==> config.mk <==
export PLATFORM = sky130hd
export DESIGN_NAME = light_balance_tilt_tracker_unit_flat
export DESIGN_NICKNAME = d
export VERILOG_FILES = /design/src/hw/rtl/lbt_pkg.sv /design/src/hw/rtl/lbt_ifs.sv /design/src/hw/rtl/lbt_cfg.sv /design/src/hw/rtl/lbt_div.sv /design/src/hw/rtl/light_balance_tilt_tracker_unit.sv /design/src/flat_wrapper.sv
export SDC_FILE = /design/constraint.sdc
export NUM_CORES = 1
export LEC_CHECK = 0
export ABC_CLOCK_PERIOD_IN_PS = 9900
export BUFFER_PORTS_ARGS = -buffer_cell sky130_fd_sc_hd__buf_2
export CAP_MARGIN = 20
export CORE_ASPECT_RATIO = 0.6
export CORE_UTILIZATION = 50
export DETAILED_ROUTE_END_ITERATION = 10
export PLACE_DENSITY = 0.64
export SLEW_MARGIN = 25
export SYNTH_ARGS = -nofsm -noshare
export SYNTH_HDL_FRONTEND = slang
export SYNTH_SLANG_ARGS = --single-unit
==> constraint.sdc <==
create_clock -name i_clk -period 9.9 [get_ports i_clk]
set_input_delay 0.495 -clock i_clk [delete_from_list [all_inputs] [get_ports i_clk]]
set_output_delay 0.495 -clock i_clk [all_outputs]
set_load 0.01 [all_outputs]
==> src/hw/rtl/lbt_pkg.sv <==
// ----------------------------------------------------------------------------
// lbt_pkg: light balance tilt tracker shared types and constants
// Field widths, register indexes, reset values, servo scaling constants and
// the request and response records of the shared divider.
// ----------------------------------------------------------------------------
package lbt_pkg;

    localparam int LIGHT_W  = 17;
    localparam int SUM_W    = 18;
    localparam int POS_W    = 18;
    localparam int PWM_W    = 12;
    localparam int CFG_W    = 10;
    localparam int CFG_IDX_W = 2;
    localparam int PROD_W   = 28;
    localparam int DIV_W    = 26;
    localparam int DEN_W    = 18;
    localparam int CNT_W    = 5;
    localparam int PULSE_W  = 14;

    localparam logic [CFG_IDX_W-1:0] CFG_THRESHOLD = 2'd0;
    localparam logic [CFG_IDX_W-1:0] CFG_LOWER     = 2'd1;
    localparam logic [CFG_IDX_W-1:0] CFG_UPPER     = 2'd2;

    localparam logic [CFG_W-1:0] THRESHOLD_RESET = 10'd800;
    localparam logic [CFG_W-1:0] LOWER_RESET     = 10'd495;
    localparam logic [CFG_W-1:0] UPPER_RESET     = 10'd765;
    localparam logic [POS_W-1:0] TILT_RESET      = 18'd153600;

    localparam logic [PROD_W-1:0] PERMILLE = 28'd1000;

    // pulse_us = 500 + pos * 25 / 576, pwm = pulse * 128 / 625
    localparam logic [4:0]         PWM_SCALE     = 5'd25;
    localparam logic [DEN_W-1:0]   PWM_DEN_POS   = 18'd576;
    localparam logic [DEN_W-1:0]   PWM_DEN_PULSE = 18'd625;
    localparam logic [PULSE_W-1:0] PULSE_MIN_US  = 14'd500;
    localparam logic [CNT_W-1:0]   STEP_BITS     = 5'd26;
    localparam logic [CNT_W-1:0]   POS_Q_BITS    = 5'd14;
    localparam logic [CNT_W-1:0]   PULSE_Q_BITS  = 5'd12;

    typedef enum logic [1:0] {
        MOVE_HOLD = 2'd0,
        MOVE_DOWN = 2'd1,
        MOVE_UP   = 2'd2
    } t_move;

    typedef struct packed {
        logic [CFG_W-1:0] threshold;
        logic [CFG_W-1:0] lower;
        logic [CFG_W-1:0] upper;
    } t_cfg;

    typedef struct packed {
        logic             start;
        logic [DIV_W-1:0] num;
        logic [DEN_W-1:0] rem0;
        logic [DEN_W-1:0] den;
        logic [CNT_W-1:0] count;
    } t_div_req;

    typedef struct packed {
        logic             busy;
        logic             done;
        logic [DIV_W-1:0] quot;
    } t_div_rsp;

endpackage

==> src/hw/rtl/lbt_ifs.sv <==
// ----------------------------------------------------------------------------
// lbt_ifs: light balance tilt tracker channel interfaces
// Valid/ready channels for light samples, results and register writes.
// ----------------------------------------------------------------------------
interface lbt_in_if;
    logic                          valid;
    logic                          ready;
    logic [lbt_pkg::LIGHT_W-1:0]   light_q0;
    logic [lbt_pkg::LIGHT_W-1:0]   light_q1;
    logic [lbt_pkg::LIGHT_W-1:0]   light_q2;
    logic [lbt_pkg::LIGHT_W-1:0]   light_q3;

    modport source (output valid, light_q0, light_q1, light_q2, light_q3, input ready);
    modport sink   (input valid, light_q0, light_q1, light_q2, light_q3, output ready);
endinterface

interface lbt_out_if;
    logic                        valid;
    logic                        ready;
    logic [lbt_pkg::POS_W-1:0]   position_q8;
    logic [lbt_pkg::PWM_W-1:0]   pwm_count;
    logic [1:0]                  move_kind;
    logic                        clamped;

    modport source (output valid, position_q8, pwm_count, move_kind, clamped, input ready);
    modport sink   (input valid, position_q8, pwm_count, move_kind, clamped, output ready);
endinterface

interface lbt_cfg_if;
    logic                            valid;
    logic                            ready;
    logic [lbt_pkg::CFG_IDX_W-1:0]   index;
    logic [lbt_pkg::CFG_W-1:0]       data;

    modport source (output valid, index, data, input ready);
    modport sink   (input valid, index, data, output ready);
endinterface

==> src/hw/rtl/lbt_cfg.sv <==
// ----------------------------------------------------------------------------
// lbt_cfg: configuration registers
// Threshold and end stop registers, written through the register channel.
// ----------------------------------------------------------------------------
module lbt_cfg (
    input  logic           i_clk,
    input  logic           i_rst_n,
    lbt_cfg_if.sink        i_cfg,
    output lbt_pkg::t_cfg  o_cfg
);

    lbt_pkg::t_cfg r_cfg;

    assign i_cfg.ready = 1'b1;
    assign o_cfg       = r_cfg;

    always_ff @(posedge i_clk) begin
        if (!i_rst_n) begin
            r_cfg.threshold <= lbt_pkg::THRESHOLD_RESET;
            r_cfg.lower     <= lbt_pkg::LOWER_RESET;
            r_cfg.upper     <= lbt_pkg::UPPER_RESET;
        end else if (i_cfg.valid) begin
            unique case (i_cfg.index)
                lbt_pkg::CFG_THRESHOLD: r_cfg.threshold <= i_cfg.data;
                lbt_pkg::CFG_LOWER:     r_cfg.lower     <= i_cfg.data;
                lbt_pkg::CFG_UPPER:     r_cfg.upper     <= i_cfg.data;
                default: begin
                end
            endcase
        end
    end

endmodule

==> src/hw/rtl/lbt_div.sv <==
// ----------------------------------------------------------------------------
// lbt_div: shared restoring divider
// One quotient bit per cycle; the caller supplies the starting remainder,
// the left-aligned dividend bits still to process and their count.
// ----------------------------------------------------------------------------
module lbt_div (
    input  logic               i_clk,
    input  logic               i_rst_n,
    input  lbt_pkg::t_div_req  i_req,
    output lbt_pkg::t_div_rsp  o_rsp
);

    logic                         r_busy;
    logic                         r_done;
    logic [lbt_pkg::CNT_W-1:0]    r_cnt;
    logic [lbt_pkg::DEN_W-1:0]    r_rem;
    logic [lbt_pkg::DEN_W-1:0]    r_den;
    logic [lbt_pkg::DIV_W-1:0]    r_num;
    logic [lbt_pkg::DIV_W-1:0]    r_quot;

    logic [lbt_pkg::DEN_W+1:0]    w_trial;
    logic                         w_borrow;
    logic [lbt_pkg::DEN_W-1:0]    w_rem;

    always_comb begin
        w_trial  = {1'b0, r_rem, r_num[lbt_pkg::DIV_W-1]} - {2'b00, r_den};
        w_borrow = w_trial[lbt_pkg::DEN_W+1];
        w_rem    = w_borrow ? {r_rem[lbt_pkg::DEN_W-2:0], r_num[lbt_pkg::DIV_W-1]}
                            : w_trial[lbt_pkg::DEN_W-1:0];
    end

    assign o_rsp.busy = r_busy;
    assign o_rsp.done = r_done;
    assign o_rsp.quot = r_quot;

    always_ff @(posedge i_clk) begin
        if (!i_rst_n) begin
            r_busy <= 1'b0;
            r_done <= 1'b0;
            r_cnt  <= '0;
        end else begin
            r_done <= 1'b0;
            if (i_req.start) begin
                r_busy <= 1'b1;
                r_cnt  <= i_req.count;
                r_rem  <= i_req.rem0;
                r_den  <= i_req.den;
                r_num  <= i_req.num;
                r_quot <= '0;
            end else if (r_busy) begin
                r_rem  <= w_rem;
                r_num  <= {r_num[lbt_pkg::DIV_W-2:0], 1'b0};
                r_quot <= {r_quot[lbt_pkg::DIV_W-2:0], ~w_borrow};
                r_cnt  <= r_cnt - 1'b1;
                if (r_cnt == 5'd1) begin
                    r_busy <= 1'b0;
                    r_done <= 1'b1;
                end
            end
        end
    end

endmodule

==> src/hw/rtl/light_balance_tilt_tracker_unit.sv <==
// ----------------------------------------------------------------------------
// light_balance_tilt_tracker_unit: quadrant light balance tilt tracker
// Compares the two quadrant pair sums and steps, clamps or holds the tilt position, then
// converts the new position into a servo PWM off count.
// ----------------------------------------------------------------------------
// Usage:
//   i_in   carries one sample of four quadrant light levels per item.
//   o_out  carries one result per item: position, PWM count, move, clamp.
//   i_cfg  writes threshold (0), lower limit (1) and upper limit (2); it is
//          always ready. It is to be written only while no item is in flight; the block itself does not enforce this.
// Timing:
//   An item runs through a sequencer around one shared restoring divider
//   and three multipliers. The step quotient is divided first when the move
//   needs one, then the PWM conversion runs two more divisions. The result
//   is then loaded into the output register, and i_in is ready again in
//   the cycle after the load, so a new item is accepted only once the
//   result of the previous one has been loaded.
// Reset:
//   Registers return to 800, 495 and 765; the tilt position to 600.0.
// Stall:
//   A result waits in the output register; the next item is accepted and
//   processed meanwhile, and its result waits until the slot is free.
// ----------------------------------------------------------------------------
module light_balance_tilt_tracker_unit (
    input  logic     i_clk,
    input  logic     i_rst_n,
    lbt_in_if.sink   i_in,
    lbt_out_if.source o_out,
    lbt_cfg_if.sink  i_cfg
);

    typedef enum logic [3:0] {
        S_IDLE,
        S_MUL_B,
        S_CMP_B,
        S_CMP_A,
        S_DECIDE,
        S_STEP_DIV,
        S_APPLY,
        S_PWM1,
        S_PWM1_WAIT,
        S_PWM2,
        S_PWM2_WAIT,
        S_OUT
    } t_state;

    t_state                           r_state;
    lbt_pkg::t_cfg                    w_cfg;
    lbt_pkg::t_div_req                w_req;
    lbt_pkg::t_div_rsp                w_rsp;

    logic [lbt_pkg::SUM_W-1:0]        r_a;
    logic [lbt_pkg::SUM_W-1:0]        r_b;
    logic [lbt_pkg::PROD_W-1:0]       r_prod;
    logic                             r_dn;
    logic                             r_up;
    logic [lbt_pkg::POS_W-1:0]        r_pos;
    logic [lbt_pkg::DIV_W-1:0]        r_step;
    lbt_pkg::t_move                   r_kind;
    logic                             r_clamp;
    logic [lbt_pkg::PULSE_W-1:0]      r_pulse;
    logic [lbt_pkg::PWM_W-1:0]        r_pwm;

    logic                             r_out_valid;
    logic [lbt_pkg::POS_W-1:0]        r_out_pos;
    logic [lbt_pkg::PWM_W-1:0]        r_out_pwm;
    lbt_pkg::t_move                   r_out_kind;
    logic                             r_out_clamp;

    logic [lbt_pkg::SUM_W-1:0]        w_mul_in;
    logic [lbt_pkg::PROD_W-1:0]       w_prod;
    logic [lbt_pkg::SUM_W-1:0]        w_k_in;
    logic [lbt_pkg::PROD_W-1:0]       w_k1000;
    logic [lbt_pkg::POS_W-1:0]        w_lo;
    logic [lbt_pkg::POS_W-1:0]        w_hi;
    logic [lbt_pkg::POS_W+4:0]        w_x;
    logic [lbt_pkg::DIV_W:0]          w_sum;
    logic [lbt_pkg::POS_W-1:0]        w_diff;
    logic                             w_out_free;

    lbt_cfg u_cfg (
        .i_clk   (i_clk),
        .i_rst_n (i_rst_n),
        .i_cfg   (i_cfg),
        .o_cfg   (w_cfg)
    );

    lbt_div u_div (
        .i_clk   (i_clk),
        .i_rst_n (i_rst_n),
        .i_req   (w_req),
        .o_rsp   (w_rsp)
    );

    always_comb begin
        w_mul_in = (r_state == S_MUL_B) ? r_b : r_a;
        w_prod   = {10'd0, w_mul_in} * {18'd0, w_cfg.threshold};
        w_k_in   = (r_state == S_CMP_B) ? r_a : r_b;
        w_k1000  = {10'd0, w_k_in} * lbt_pkg::PERMILLE;
        w_lo     = {w_cfg.lower, 8'd0};
        w_hi     = {w_cfg.upper, 8'd0};
        w_x      = {5'd0, r_pos} * {18'd0, lbt_pkg::PWM_SCALE};
        w_sum    = {9'd0, r_pos} + {1'b0, r_step};
        w_diff   = r_pos - r_step[lbt_pkg::POS_W-1:0];
        w_out_free = !r_out_valid || o_out.ready;
    end

    always_comb begin
        w_req = '0;
        unique case (r_state)
            S_DECIDE: begin
                w_req.rem0  = '0;
                w_req.count = lbt_pkg::STEP_BITS;
                if (r_dn) begin
                    w_req.start = (r_a != '0);
                    w_req.num   = {r_b, 8'd0};
                    w_req.den   = r_a;
                end else begin
                    w_req.start = r_up && (r_b != '0);
                    w_req.num   = {r_a, 8'd0};
                    w_req.den   = r_b;
                end
            end
            S_PWM1: begin
                w_req.start = 1'b1;
                w_req.rem0  = {9'd0, w_x[22:14]};
                w_req.num   = {w_x[13:0], 12'd0};
                w_req.den   = lbt_pkg::PWM_DEN_POS;
                w_req.count = lbt_pkg::POS_Q_BITS;
            end
            S_PWM2: begin
                w_req.start = 1'b1;
                w_req.rem0  = {9'd0, r_pulse[13:5]};
                w_req.num   = {r_pulse[4:0], 21'd0};
                w_req.den   = lbt_pkg::PWM_DEN_PULSE;
                w_req.count = lbt_pkg::PULSE_Q_BITS;
            end
            default: begin
            end
        endcase
    end

    assign i_in.ready        = (r_state == S_IDLE);
    assign o_out.valid       = r_out_valid;
    assign o_out.position_q8 = r_out_pos;
    assign o_out.pwm_count   = r_out_pwm;
    assign o_out.move_kind   = r_out_kind;
    assign o_out.clamped     = r_out_clamp;

    always_ff @(posedge i_clk) begin
        if (!i_rst_n) begin
            r_state     <= S_IDLE;
            r_pos       <= lbt_pkg::TILT_RESET;
            r_out_valid <= 1'b0;
        end else begin
            if ((r_state == S_OUT) && w_out_free) begin
                r_out_valid <= 1'b1;
            end else if (o_out.ready) begin
                r_out_valid <= 1'b0;
            end
            unique case (r_state)
                S_IDLE: begin
                    if (i_in.valid) begin
                        r_a     <= {1'b0, i_in.light_q0} + {1'b0, i_in.light_q3};
                        r_b     <= {1'b0, i_in.light_q1} + {1'b0, i_in.light_q2};
                        r_state <= S_MUL_B;
                    end
                end
                S_MUL_B: begin
                    r_prod  <= w_prod;
                    r_state <= S_CMP_B;
                end
                S_CMP_B: begin
                    r_dn    <= (r_b != '0) && (w_k1000 < r_prod);
                    r_prod  <= w_prod;
                    r_state <= S_CMP_A;
                end
                S_CMP_A: begin
                    r_up    <= (r_a != '0) && (w_k1000 < r_prod);
                    r_state <= S_DECIDE;
                end
                S_DECIDE: begin
                    priority if (r_dn) begin
                        r_kind <= lbt_pkg::MOVE_DOWN;
                        if (r_a == '0) begin
                            r_pos   <= w_lo;
                            r_clamp <= 1'b1;
                            r_state <= S_PWM1;
                        end else begin
                            r_clamp <= 1'b0;
                            r_state <= S_STEP_DIV;
                        end
                    end else if (r_up) begin
                        r_kind <= lbt_pkg::MOVE_UP;
                        if (r_b == '0) begin
                            r_pos   <= w_hi;
                            r_clamp <= 1'b1;
                            r_state <= S_PWM1;
                        end else begin
                            r_clamp <= 1'b0;
                            r_state <= S_STEP_DIV;
                        end
                    end else begin
                        r_kind  <= lbt_pkg::MOVE_HOLD;
                        r_clamp <= 1'b0;
                        r_state <= S_PWM1;
                    end
                end
                S_STEP_DIV: begin
                    if (w_rsp.done) begin
                        r_step  <= w_rsp.quot;
                        r_state <= S_APPLY;
                    end
                end
                S_APPLY: begin
                    if (r_kind == lbt_pkg::MOVE_DOWN) begin
                        if ((r_step > {8'd0, r_pos}) || (w_diff < w_lo)) begin
                            r_pos   <= w_lo;
                            r_clamp <= 1'b1;
                        end else begin
                            r_pos <= w_diff;
                        end
                    end else begin
                        if (w_sum > {9'd0, w_hi}) begin
                            r_pos   <= w_hi;
                            r_clamp <= 1'b1;
                        end else begin
                            r_pos <= w_sum[lbt_pkg::POS_W-1:0];
                        end
                    end
                    r_state <= S_PWM1;
                end
                S_PWM1: begin
                    r_state <= S_PWM1_WAIT;
                end
                S_PWM1_WAIT: begin
                    if (w_rsp.done) begin
                        r_pulse <= lbt_pkg::PULSE_MIN_US + w_rsp.quot[lbt_pkg::PULSE_W-1:0];
                        r_state <= S_PWM2;
                    end
                end
                S_PWM2: begin
                    r_state <= S_PWM2_WAIT;
                end
                S_PWM2_WAIT: begin
                    if (w_rsp.done) begin
                        r_pwm   <= w_rsp.quot[lbt_pkg::PWM_W-1:0];
                        r_state <= S_OUT;
                    end
                end
                S_OUT: begin
                    if (w_out_free) begin
                        r_out_pos   <= r_pos;
                        r_out_pwm   <= r_pwm;
                        r_out_kind  <= r_kind;
                        r_out_clamp <= r_clamp;
                        r_state     <= S_IDLE;
                    end
                end
                default: begin
                    r_state <= S_IDLE;
                end
            endcase
        end
    end

    a_div_start_idle: assert property (@(posedge i_clk) disable iff (!i_rst_n)
        w_req.start |-> !w_rsp.busy)
        else $error("divider started while busy");

    a_busy_after_accept: assert property (@(posedge i_clk) disable iff (!i_rst_n)
        (i_in.valid && i_in.ready) |=> !i_in.ready)
        else $error("input ready right after an accepted item");

    a_hold_not_clamped: assert property (@(posedge i_clk) disable iff (!i_rst_n)
        (r_out_valid && r_out_kind == lbt_pkg::MOVE_HOLD) |-> !r_out_clamp)
        else $error("hold result flagged as clamped");

    a_down_clamp_at_lower: assert property (@(posedge i_clk) disable iff (!i_rst_n)
        (r_out_valid && r_out_clamp && r_out_kind == lbt_pkg::MOVE_DOWN)
        |-> (r_out_pos == w_lo))
        else $error("down clamp not at lower limit");

endmodule
==> src/flat_wrapper.sv <==
// flat-port wrapper written by rule: the top's interface ports become plain ports
module light_balance_tilt_tracker_unit_flat 
  (i_clk, i_rst_n, i_in_valid, i_in_light_q0, i_in_light_q1, i_in_light_q2, i_in_light_q3, i_in_ready, o_out_valid, o_out_position_q8, o_out_pwm_count, o_out_move_kind, o_out_clamped, o_out_ready, i_cfg_valid, i_cfg_index, i_cfg_data, i_cfg_ready);
  lbt_in_if i_in_i ();
  lbt_out_if o_out_i ();
  lbt_cfg_if i_cfg_i ();
  input  logic i_clk;
  input  logic i_rst_n;
  input wire logic [$bits(i_in_i.valid)-1:0] i_in_valid;
  input wire logic [$bits(i_in_i.light_q0)-1:0] i_in_light_q0;
  input wire logic [$bits(i_in_i.light_q1)-1:0] i_in_light_q1;
  input wire logic [$bits(i_in_i.light_q2)-1:0] i_in_light_q2;
  input wire logic [$bits(i_in_i.light_q3)-1:0] i_in_light_q3;
  output wire logic [$bits(i_in_i.ready)-1:0] i_in_ready;
  output wire logic [$bits(o_out_i.valid)-1:0] o_out_valid;
  output wire logic [$bits(o_out_i.position_q8)-1:0] o_out_position_q8;
  output wire logic [$bits(o_out_i.pwm_count)-1:0] o_out_pwm_count;
  output wire logic [$bits(o_out_i.move_kind)-1:0] o_out_move_kind;
  output wire logic [$bits(o_out_i.clamped)-1:0] o_out_clamped;
  input wire logic [$bits(o_out_i.ready)-1:0] o_out_ready;
  input wire logic [$bits(i_cfg_i.valid)-1:0] i_cfg_valid;
  input wire logic [$bits(i_cfg_i.index)-1:0] i_cfg_index;
  input wire logic [$bits(i_cfg_i.data)-1:0] i_cfg_data;
  output wire logic [$bits(i_cfg_i.ready)-1:0] i_cfg_ready;
  assign i_in_i.valid = i_in_valid;
  assign i_in_i.light_q0 = i_in_light_q0;
  assign i_in_i.light_q1 = i_in_light_q1;
  assign i_in_i.light_q2 = i_in_light_q2;
  assign i_in_i.light_q3 = i_in_light_q3;
  assign i_in_ready = i_in_i.ready;
  assign o_out_valid = o_out_i.valid;
  assign o_out_position_q8 = o_out_i.position_q8;
  assign o_out_pwm_count = o_out_i.pwm_count;
  assign o_out_move_kind = o_out_i.move_kind;
  assign o_out_clamped = o_out_i.clamped;
  assign o_out_i.ready = o_out_ready;
  assign i_cfg_i.valid = i_cfg_valid;
  assign i_cfg_i.index = i_cfg_index;
  assign i_cfg_i.data = i_cfg_data;
  assign i_cfg_ready = i_cfg_i.ready;
  light_balance_tilt_tracker_unit u_core (.i_clk(i_clk), .i_rst_n(i_rst_n), .i_in(i_in_i), .o_out(o_out_i), .i_cfg(i_cfg_i));
endmodule
## Word level (Yosys, flattened, before mapping)

Index checks and enable logic that the tools add are counted.

- Register bits after elaboration: 302
- Bits of input ports: 85
- Output and inout bits: 36
- Logic and storage cells: 150

- Add/sub/neg operators: 7
- Multiply operators: 3
- Order comparisons: 4
- Eq/ne operators: 25
- Multiplexer cells: 46
- Bitwise operators: 3
- Reduce and logical (&&, ||, !) cells: 35

Operators with widths:

| cell | count |
|---|---|
| two-way mux 18 bit | 13 |
| one-hot mux 68 bit (3 select lines) | 1 |
| two-way mux 26 bit | 3 |
| one-hot mux 4 bit (12 select lines) | 1 |
| adder 17 x 17 -> 18 bit | 2 |
| logical NOT 18 bit | 2 |
| one-hot mux 18 bit (2 select lines) | 1 |
| nonzero test 18 bit | 2 |
| less-than comparator 28 bit | 1 |
| multiplier 18 x 10 -> 28 bit | 1 |
| adder 18 x 26 -> 27 bit | 1 |
| > comparator 27 x 18 -> 1 bit | 1 |
| two-way mux 27 bit | 1 |
| > comparator 26 x 18 -> 1 bit | 1 |
| multiplier 18 x 7 -> 25 bit, second input constant | 1 |
| two-way mux 4 bit | 6 |
| multiplier 18 x 5 -> 23 bit, second input constant | 1 |
| subtractor 19 x 18 -> 20 bit | 1 |
| less-than comparator 18 bit | 1 |
| AND reduction 2 bit | 9 |
| subtractor 18 bit | 1 |
| == test 4 x 3 -> 1 bit, second input constant | 4 |
| == test 4 bit, second input constant | 4 |
| AND reduction 3 bit | 5 |
| 26 further kinds | 59 |

## Longest topological paths before layout

Gate-level depths: netlist (run 1).

- Word-level depth: 6
- Mapped depth: 31
- Mapped depth without buffers: 30

## Cells and area by module

Synthesis (run 1) repeated with hierarchy kept, for this count alone.

- Cells, all modules: 2995
- Area, all modules: 29183.0 µm²

Modules (own cells, without submodules):

| module | instances | cells each | area an instance (µm²) | seq. area each (µm²) |
|---|---|---|---|---|
| light_balance_tilt_tracker_unit | 1 | 2462 | 22914.5 | 5084.9 |
| lbt_div | 1 | 408 | 5014.8 | 2782.7 |
| lbt_cfg | 1 | 125 | 1253.7 | 600.6 |

## Least setup slack after synthesis (run 1)

No wires, ideal clock.

- Path kind: reg2reg
- From: register u_core.r_state[0]
- To: register u_core.r_dn, data pin
- Setup time: 176 ps
- Arrival time: 6750 ps
- Setup slack: 2974 ps
- Stages on the path, launching flop included: 27
- Path buffers: 2
- Clock period less this slack: 6926 ps
- Cells stage by stage: dfxtp_1 nand2b_1 nor3_1 buf_1 buf_1 mux2_2 fa_1 fa_1 inv_1 fa_1 fa_1 inv_1 ha_1 o21ai_0 o21bai_1 o22a_1 xor2_1 ha_1 a21o_1 a21o_1 a21o_1 a21o_1 a21o_1 a21o_1 a21o_1 o311a_1 nor4_1

- Word-level cells in the longest chain between the ends: 5

Ends and longest elaborated chain:

| what | line | source |
|---|---|---|
| from (decl) | light_balance_tilt_tracker_unit.sv:47 | `t_state r_state;` |
| from (signal assigned) | light_balance_tilt_tracker_unit.sv:152 | `r_state <= S_IDLE;` |
| from (signal assigned) | light_balance_tilt_tracker_unit.sv:166 | `r_state <= S_MUL_B;` |
| from (signal assigned) | light_balance_tilt_tracker_unit.sv:171 | `r_state <= S_CMP_B;` |
| == test 4 x 2 -> 1 bit | light_balance_tilt_tracker_unit.sv:98 | `w_k_in = (r_state == S_CMP_B) ? r_a : r_b;` |
| two-way mux 18 bit | light_balance_tilt_tracker_unit.sv:98 |  |
| multiplier 18 x 7 -> 25 bit | light_balance_tilt_tracker_unit.sv:99 | `w_k1000 = {10'd0, w_k_in} * lbt_pkg::PERMILLE;` |
| less-than comparator 28 bit | light_balance_tilt_tracker_unit.sv:174 | `r_dn <= (r_b != '0) && (w_k1000 < r_prod);` |
| logical AND 1 bit | light_balance_tilt_tracker_unit.sv:174 |  |
| to (signal assigned) | light_balance_tilt_tracker_unit.sv:174 |  |
| to (decl) | light_balance_tilt_tracker_unit.sv:55 | `logic r_dn;` |

No other way between the ends.
A chain may end at the register's enable or synchronous reset.

## Final worst setup path (run 1)

- From: register u_core.r_state[1]
- To: register u_core.r_up, data pin

- Word-level cells in the longest chain between the ends: 5

Ends and longest elaborated chain:

| what | line | source |
|---|---|---|
| == test 4 x 2 -> 1 bit | light_balance_tilt_tracker_unit.sv:98 |  |
| two-way mux 18 bit | light_balance_tilt_tracker_unit.sv:98 |  |
| multiplier 18 x 7 -> 25 bit | light_balance_tilt_tracker_unit.sv:99 |  |
| less-than comparator 28 bit | light_balance_tilt_tracker_unit.sv:179 | `r_up <= (r_a != '0) && (w_k1000 < r_prod);` |
| logical AND 1 bit | light_balance_tilt_tracker_unit.sv:179 |  |
| to (signal assigned) | light_balance_tilt_tracker_unit.sv:179 |  |
| to (decl) | light_balance_tilt_tracker_unit.sv:56 | `logic r_up;` |

No other way between the ends.

==> flow_summary.ini, run 1 <==
[worst_setup_path]
crit_path_max_fanout = 13
critPathArrivalTime_ps = 8710
r2r_cells = 27
crit_buf_inv = 1
startpoint_type = flip-flop
worstSetupPathType = reg2reg
endpoint_kind = flip-flop
required_ps = 10300
slowest_delay_ps = 930
cpLargestDelayFamily = adder cells
cp.depth = 27
critPathSlowestCell = mux2i_1

[global_route]
antenna_found_initial = 0
grt_pass1_wl_um = 129000
grt_max_degree = 55
globalRouteTotalUtil_pct = 29.9
grt_pass1_vias = 21600
overflow = 0

[floorplan]
die_y_um = 186
die-area_mm2 = 0.0571
num_rows = 66
core_area_mm2 = 0.0548
die_w_um = 308
initial_core_util_pct = 51.2
pin_count = 121

[clock_tree]
cts.sinks = 294
cts.path.max_buffers = 3
cts_resized = 0
cts_root_buf = clkbuf_16
numCtsBuffers = 30
post_cts_buffers = 0
cts_tree = done
clk_latency_ps = 590
hold_buffers = 0
clk_pin_slew_worst_paths_ps = 70
h-tree-depth = 1

[power]
p_leak_uw = 0.0139
cellPowerDensity_mw_per_mm2 = 278
ir_drop_mv = 0.388

[yosys]
synth_warnings = 0
synth_area_mm2 = 0.0281
yosys.area.top_type = edfxtp_1
synth_top_area_share_pct = 25.0
postSynth.asyncResetShare_pct = 0
syn_inst = 2904
synth_seq_area_share_pct = 29.3
synth_nets = 3511
synth_ff_type = edfxtp_1
synth_edf_count = 234
yosysUniqueCellTypes = 86
synth-seq-cells = 294
synth_area_leaders = edfxtp_1 (25%), ha_1 (14%), fa_1 (14%), inv_1 (5.2%), dfxtp_1 (4.3%)
syn_avg_cell_area_um2 = 9.67

[finish]
syn2layout_area_growth_pct = 8.50
num-fill-cells = 4906
drive_above_1_share_pct = 8.92
n_antenna_cell = 0
layout.cells.non_filler = 3764
final_nets = 3599

[timing]
worst_slew_pin_slew_ps = 1020
fin_crit_sh_pct = 83.9
hold_slack_ps = 181
skew_ps = 10.3
fmax_mhz = 120
rsz0062_at_grt = no
setup_violations = 0
hold_violations = 0
worst_slew_margin_rel_pct = 29.9
setup_tns_ps = 0
slew_viol_final = 0
period_needed_ps = 8300

[drt]
routed_wl_um = 84100
ant_nets = 0
vias_per_cell = 5.88
wl_per_cell_um = 22.4
drt_iter0_drc = 2309
dr_total_vias = 22100
drt_first_pass_iters = 5
drc = 0

[place]
dp.final_hpwl_um = 67600
io_buffers = 119
place.gp.congestion = 1.02
dpl.cell_count = 3708

[worst_hold_path]
min_path_cells = 3
worstHoldPathType = in2reg

[job]
drv_cap = 0

[outcome]
outcome = finished, final reports clean
through the flow:
stage	cell area (µm²)	setup slack (ps)	utilization (%)	total power, µW
final	30500	1600	55.5	8480
after global routing	30500	976	55.5	9340
after CTS	30400	1770	55.5	8440
after detailed placement	29500	1840	53.8	7210
after global placement	29500	2010	53.8	7060
after floorplan	28100	2970	-	5950
worst paths after layout:
path                                  startpoint                             endpoint  slack, ps
hold / removal                     i_cfg_data[3]  u_core.u_cfg.o_cfg[13]$_SDFFE_PN1P_        180
setup reg to reg  u_core.r_state[1]$_SDFFE_PN0P_                u_core.r_up$_DFFE_PP_       1600
hold reg to reg        u_core.r_pwm[1]$_DFFE_PP_  u_core.o_out.pwm_count[1]$_DFFE_PP_        420
setup / recovery  u_core.r_state[1]$_SDFFE_PN0P_                u_core.r_up$_DFFE_PP_       1600
state kept, by name, summed over array words and instances (netlist names), 12 cells and up:
signal	count
u_core.u_cfg.o_cfg	30
u_core.r_prod	28
u_core.r_step	26
u_core.u_div.r_quot	26
u_core.o_out.position_q8	18
u_core.r_a	18
u_core.r_b	18
u_core.r_pos	18
u_core.u_div.r_den	18
u_core.u_div.r_num	18
u_core.u_div.r_rem	18
u_core.r_pulse	14
u_core.o_out.pwm_count	12
u_core.r_pwm	12
placed cells by master, fill, tap and decap left out, types with 33 or more instances in the layout:
cell type / Yosys / layout
a21o_1: 51 / 51
a21oi_1: 150 / 149
and2_1: 75 / 75
and3_1: 43 / 42
buf_2: 12 / 119
dfxtp_1: 60 / 60
edfxtp_1: 234 / 234
fa_1: 198 / 198
ha_1: 324 / 324
inv_1: 390 / 390
mux2_2: 33 / 33
mux2i_1: 78 / 76
nand2_1: 248 / 247
nand3_1: 52 / 52
nor2_1: 172 / 168
nor2b_1: 44 / 44
nor3_1: 40 / 36
o21ai_0: 127 / 125
xnor2_1: 104 / 104
xor2_1: 48 / 48
synth_stat cells, drive strengths merged (6+ instances only):
master,instances
nand2,248
mux2i,78
o41ai,7
nand4,17
nor3,41
o21a,24
nand2b,27
and2,75
o21ai,128
clkbuf,58
nand3b,7
a21o,51
ha,324
inv,390
a221oi,10
nand3,52
xnor2,104
and4,7
o21bai,19
and3,43
o31ai,8
dfxtp,60
a22oi,6
a31oi,13
a21oi,150
a211oi,12
nor4,23
o2111ai,6
buf,29
or3,11
nor2,172
mux2,33
fa,198
xor2,48
or4,10
a2111oi,8
o221ai,12
a21boi,7
edfxtp,234
nor2b,44
o211ai,31
or2,12
logic make-up (layout without fill, tap and decap cells):
kind of cell,after synthesis,count (layout),share of synthesized area (%)
multiplexers,111,111,4.11
other,1,1,0.0134
AND/OR/NAND/NOR,813,813,14.4
adder cells (fa/ha/maj),524,524,28.6
flip-flops,294,294,29.3
buffers and inverters,477,589,6.51
XOR/XNOR,152,152,4.74
AO/OA/AOI/OAI,532,532,12.3
metal layers:
| layer | track usage (%) | up-vias | share of wire [%] |
|---|---|---|---|
| met1 | 47.0 | 10900 | 50 |
| met2 | 39.5 | 927 | 37 |
| met4 | 5.23 | 0 | 1.8 |
| met5 | 0 | - | 0 |
| li1 | - | 10200 | - |
| met3 | 9.36 | 95 | 11 |
area by class of cell:
class / count / area (µm²) / share of cell area, %
timing repair buffer: 143 / 776 / 2.55
inverter: 390 / 1460 / 4.81
sequential: 294 / 8230 / 27.0
tap: 748 / 936 / 3.07
multi-input combinational: 2133 / 18100 / 59.4
clock buffer: 40 / 830 / 2.72
clock inverter: 16 / 138 / 0.452
report_power, final:
part / total [µW] / internal [µW] / switching [µW]
sequential: 1590 / 1510 / 75.9
combinational: 5730 / 2550 / 3180
clock: 1160 / 642 / 520
tightest hold or removal path, cell delays in order:
cell and delay (ps):
buf_2 110, nand2_1 50, o211ai_1 80
(Power assumes the default switching activity.)
==> inputs of run 2 (changes only) <==
--- a/config.mk
+++ b/config.mk
@@ -5,13 +5,14 @@
 export SDC_FILE = /design/constraint.sdc
 export NUM_CORES = 1
 export LEC_CHECK = 0
-export ABC_CLOCK_PERIOD_IN_PS = 9900
+export ABC_AREA = 1
+export ABC_CLOCK_PERIOD_IN_PS = 7550
 export BUFFER_PORTS_ARGS = -buffer_cell sky130_fd_sc_hd__buf_2
 export CAP_MARGIN = 20
 export CORE_ASPECT_RATIO = 0.6
 export CORE_UTILIZATION = 50
 export DETAILED_ROUTE_END_ITERATION = 10
-export PLACE_DENSITY = 0.64
+export PLACE_DENSITY = 0.66
 export SLEW_MARGIN = 25
 export SYNTH_ARGS = -nofsm -noshare
 export SYNTH_HDL_FRONTEND = slang
==> constraint.sdc (replaced) <==
create_clock -name i_clk -period 7.55 [get_ports i_clk]
set_input_delay 0.3775 -clock i_clk [delete_from_list [all_inputs] [get_ports i_clk]]
set_output_delay 0.3775 -clock i_clk [all_outputs]
set_load 0.01 [all_outputs]
==> run 2 against run 1 <==
  * Non-clock buffer count grew 27
  * Global-route usage shrank 1.7 points
  * Clock skew grew 52 ps
  * Critical path type unchanged
==> flow_summary.ini, run 2 <==
[worst_setup_path]
startpoint_type = flip-flop
worstSetupPathType = reg2reg
endpoint_kind = flip-flop
r2r_start = u_core.r_state[2]$_SDFFE_PN0P_
required_ps = 7940
critPathArrivalTime_ps = 7580
crit_start = u_core.r_state[2]$_SDFFE_PN0P_
crit_path_max_fanout = 11

[place]
io_buffers = 119
dpl.cell_count = 4307
place_area_mm2 = 0.0302
dp.final_hpwl_um = 67200
place.gp.congestion = 1.02

[global_route]
grt_pass1_wl_um = 128000
grt_pass1_vias = 21900
overflow = 0
grt_max_degree = 64
globalRouteTotalUtil_pct = 28.3
antenna_found_initial = 2

[drt]
vias_per_cell = 5.45
drt_first_pass_iters = 5
wl_per_cell_um = 18.9
routed_wl_um = 82400
dr_total_vias = 23800
ant_nets = 0
drc = 0
drt_iter0_drc = 2651

[finish]
most-common-layout-cells = nand2_1 (626), inv_1 (615), ha_1 (324)
final_nets = 4191
layout.cells.non_filler = 4367
n_antenna_cell = 0
final_common_cell = nand2_1
syn2layout_area_growth_pct = 9.57
final_area_mm2 = 0.0314
largest_register_ffs = 30
drive_above_1_share_pct = 9.26

[floorplan]
die_w_um = 311
pin_count = 121
core_area_mm2 = 0.0563
initial_core_util_pct = 51.0
num_rows = 67
die-area_mm2 = 0.0583
die_y_um = 187

[yosys]
postSynth.asyncResetShare_pct = 0
syn_avg_cell_area_um2 = 8.29
synth_common_cells = nand2_1 (627), inv_1 (616), ha_1 (324)
syn_inst = 3458
synth-seq-cells = 294
yosys.area.top_type = edfxtp_1
synth_nets = 4065
synth_warnings = 0
yosysUniqueCellTypes = 61
synth_ff_type = edfxtp_1
synth_area_leaders = edfxtp_1 (25%), ha_1 (14%), fa_1 (14%), nand2_1 (8.2%), inv_1 (8.1%)
synth_top_area_share_pct = 24.5
synth_edf_count = 234
synth_seq_area_share_pct = 28.7
synth.most_common_cell = nand2_1
synth_area_mm2 = 0.0287

[timing]
fin_crit_sh_pct = 95.2
period_needed_ps = 7190
rsz0062_at_grt = yes
slew_viol_final = 0
skew_ps = 62.6
worst_slew_pin_slew_ps = 992
worst_slew_margin_rel_pct = 33.6
fmax_mhz = 139
setup_violations = 0
hold_violations = 0

[clock_tree]
h-tree-depth = 1
cts.path.max_buffers = 3
clk_latency_ps = 640
cts.sinks = 294
numCtsBuffers = 30
clk_pin_slew_worst_paths_ps = 70
cts_root_buf = clkbuf_16
cts_tree = done

[outcome]
outcome = finished, final reports clean

[worst_hold_path]
hp-start = i_in_light_q1[0]
worstHoldPathType = in2reg

[job]
drv_cap = 0
run 2: cell types whose count changed in the layout (fill, tap and decap cells not counted), sizes merged, moves of 67 or more:
cell,before,now
a21oi,150,280
and2,75,2
inv,394,644
mux2i,78,0
nand2,248,643
nor2,172,329
o21ai,128,195
run 2: repair_timing:
item,4_1_cts,5_1_grt
setup endpoints to repair,1,13
hold buffers,0,0
endpoints found under the hold margin,0,0
setup buffers,0,3
cloned,0,1
resized for setup,1,17
run 2: area by class of cell:
cell class                      instances  area [µm²]
Fill cell                            5221       24800
Clock inverter                         17         246
Inverter                              649        2450
Multi-Input combinational cell       2438       17700
Clock buffer                           39         835
Timing Repair inverter                  1        7.51
Timing Repair Buffer                  170         991
Sequential cell                       294        8230
Tap cell                              759         950
run 2: kinds of logic (layout without fill, tap and decap cells):
group           Yosys count  after routing  share of synthesized area [%]
fa+ha+maj               522            522                           28.0
simple gates           1171           1171                           17.3
other cells               1              1                         0.0131
compound gates          609            609                           12.0
flops                   294            294                           28.7
buf+inv                 726            876                           9.88
xor+xnor                135            135                           4.13
run 2: path summary, 6_finish.rpt:
| check | to | slack, ps | cells after the start |
|---|---|---|---|
| max | u_core.r_prod[25]$_DFFE_PP_ | 360 | 24 |
| min | u_core.r_b[0]$_DFFE_PP_ | 20 | 2 |
| max reg2reg | u_core.r_prod[25]$_DFFE_PP_ | 360 | 24 |
| min reg2reg | u_core.o_out.pwm_count[3]$_DFFE_PP_ | 410 | 0 |
run 2: worst max-delay path, stage by stage, from the launching register on:
cell and delay, ps:
dfxtp_1 330, nor2_1 280, inv_1 140, nor2_4 240, clkinvlp_4 110, buf_4 180, o21ai_1 500, buf_4 270
nor2_1 70, fa_1 580, fa_1 440, fa_1 510, fa_1 520, fa_1 490, ha_1 380, a21oi_1 260
nor2_1 70, a211oi_1 300, o21ai_0 160, a21oi_1 310, nor2_1 80, nor2_1 270, o21bai_1 150, a31oi_1 190
xor2_1 100
run 2: per-stage QoR:
| step | hold WS [ps] | setup slack [ps] | setup TNS (ps) | utilization (%) |
|---|---|---|---|---|
| after floorplan | 400 | 732 | 0 | - |
| after global placement | 404 | 157 | 0 | 53.7 |
| after detailed placement | 405 | -45.2 | -45.2 | 53.8 |
| after CTS | 6.78 | 34.6 | 0 | 55.7 |
| after global routing | 23.6 | -9.47 | -9.47 | 55.8 |
| final | 20.8 | 364 | 0 | 55.8 |
run 2: per-layer routing:
metal / global-route usage, % / up-vias / share of wire [%]
met5: 1.06 / - / 0.11
met3: 9.73 / 82 / 13
met2: 34.6 / 1059 / 35
li1: - / 11500 / -
met4: 3.90 / 2 / 1.4
met1: 46.5 / 11200 / 51
Power of run 2 is left out: the tool's default activity adds up to more than one toggle a clock period on the data nets, which glitch-free logic cannot reach.
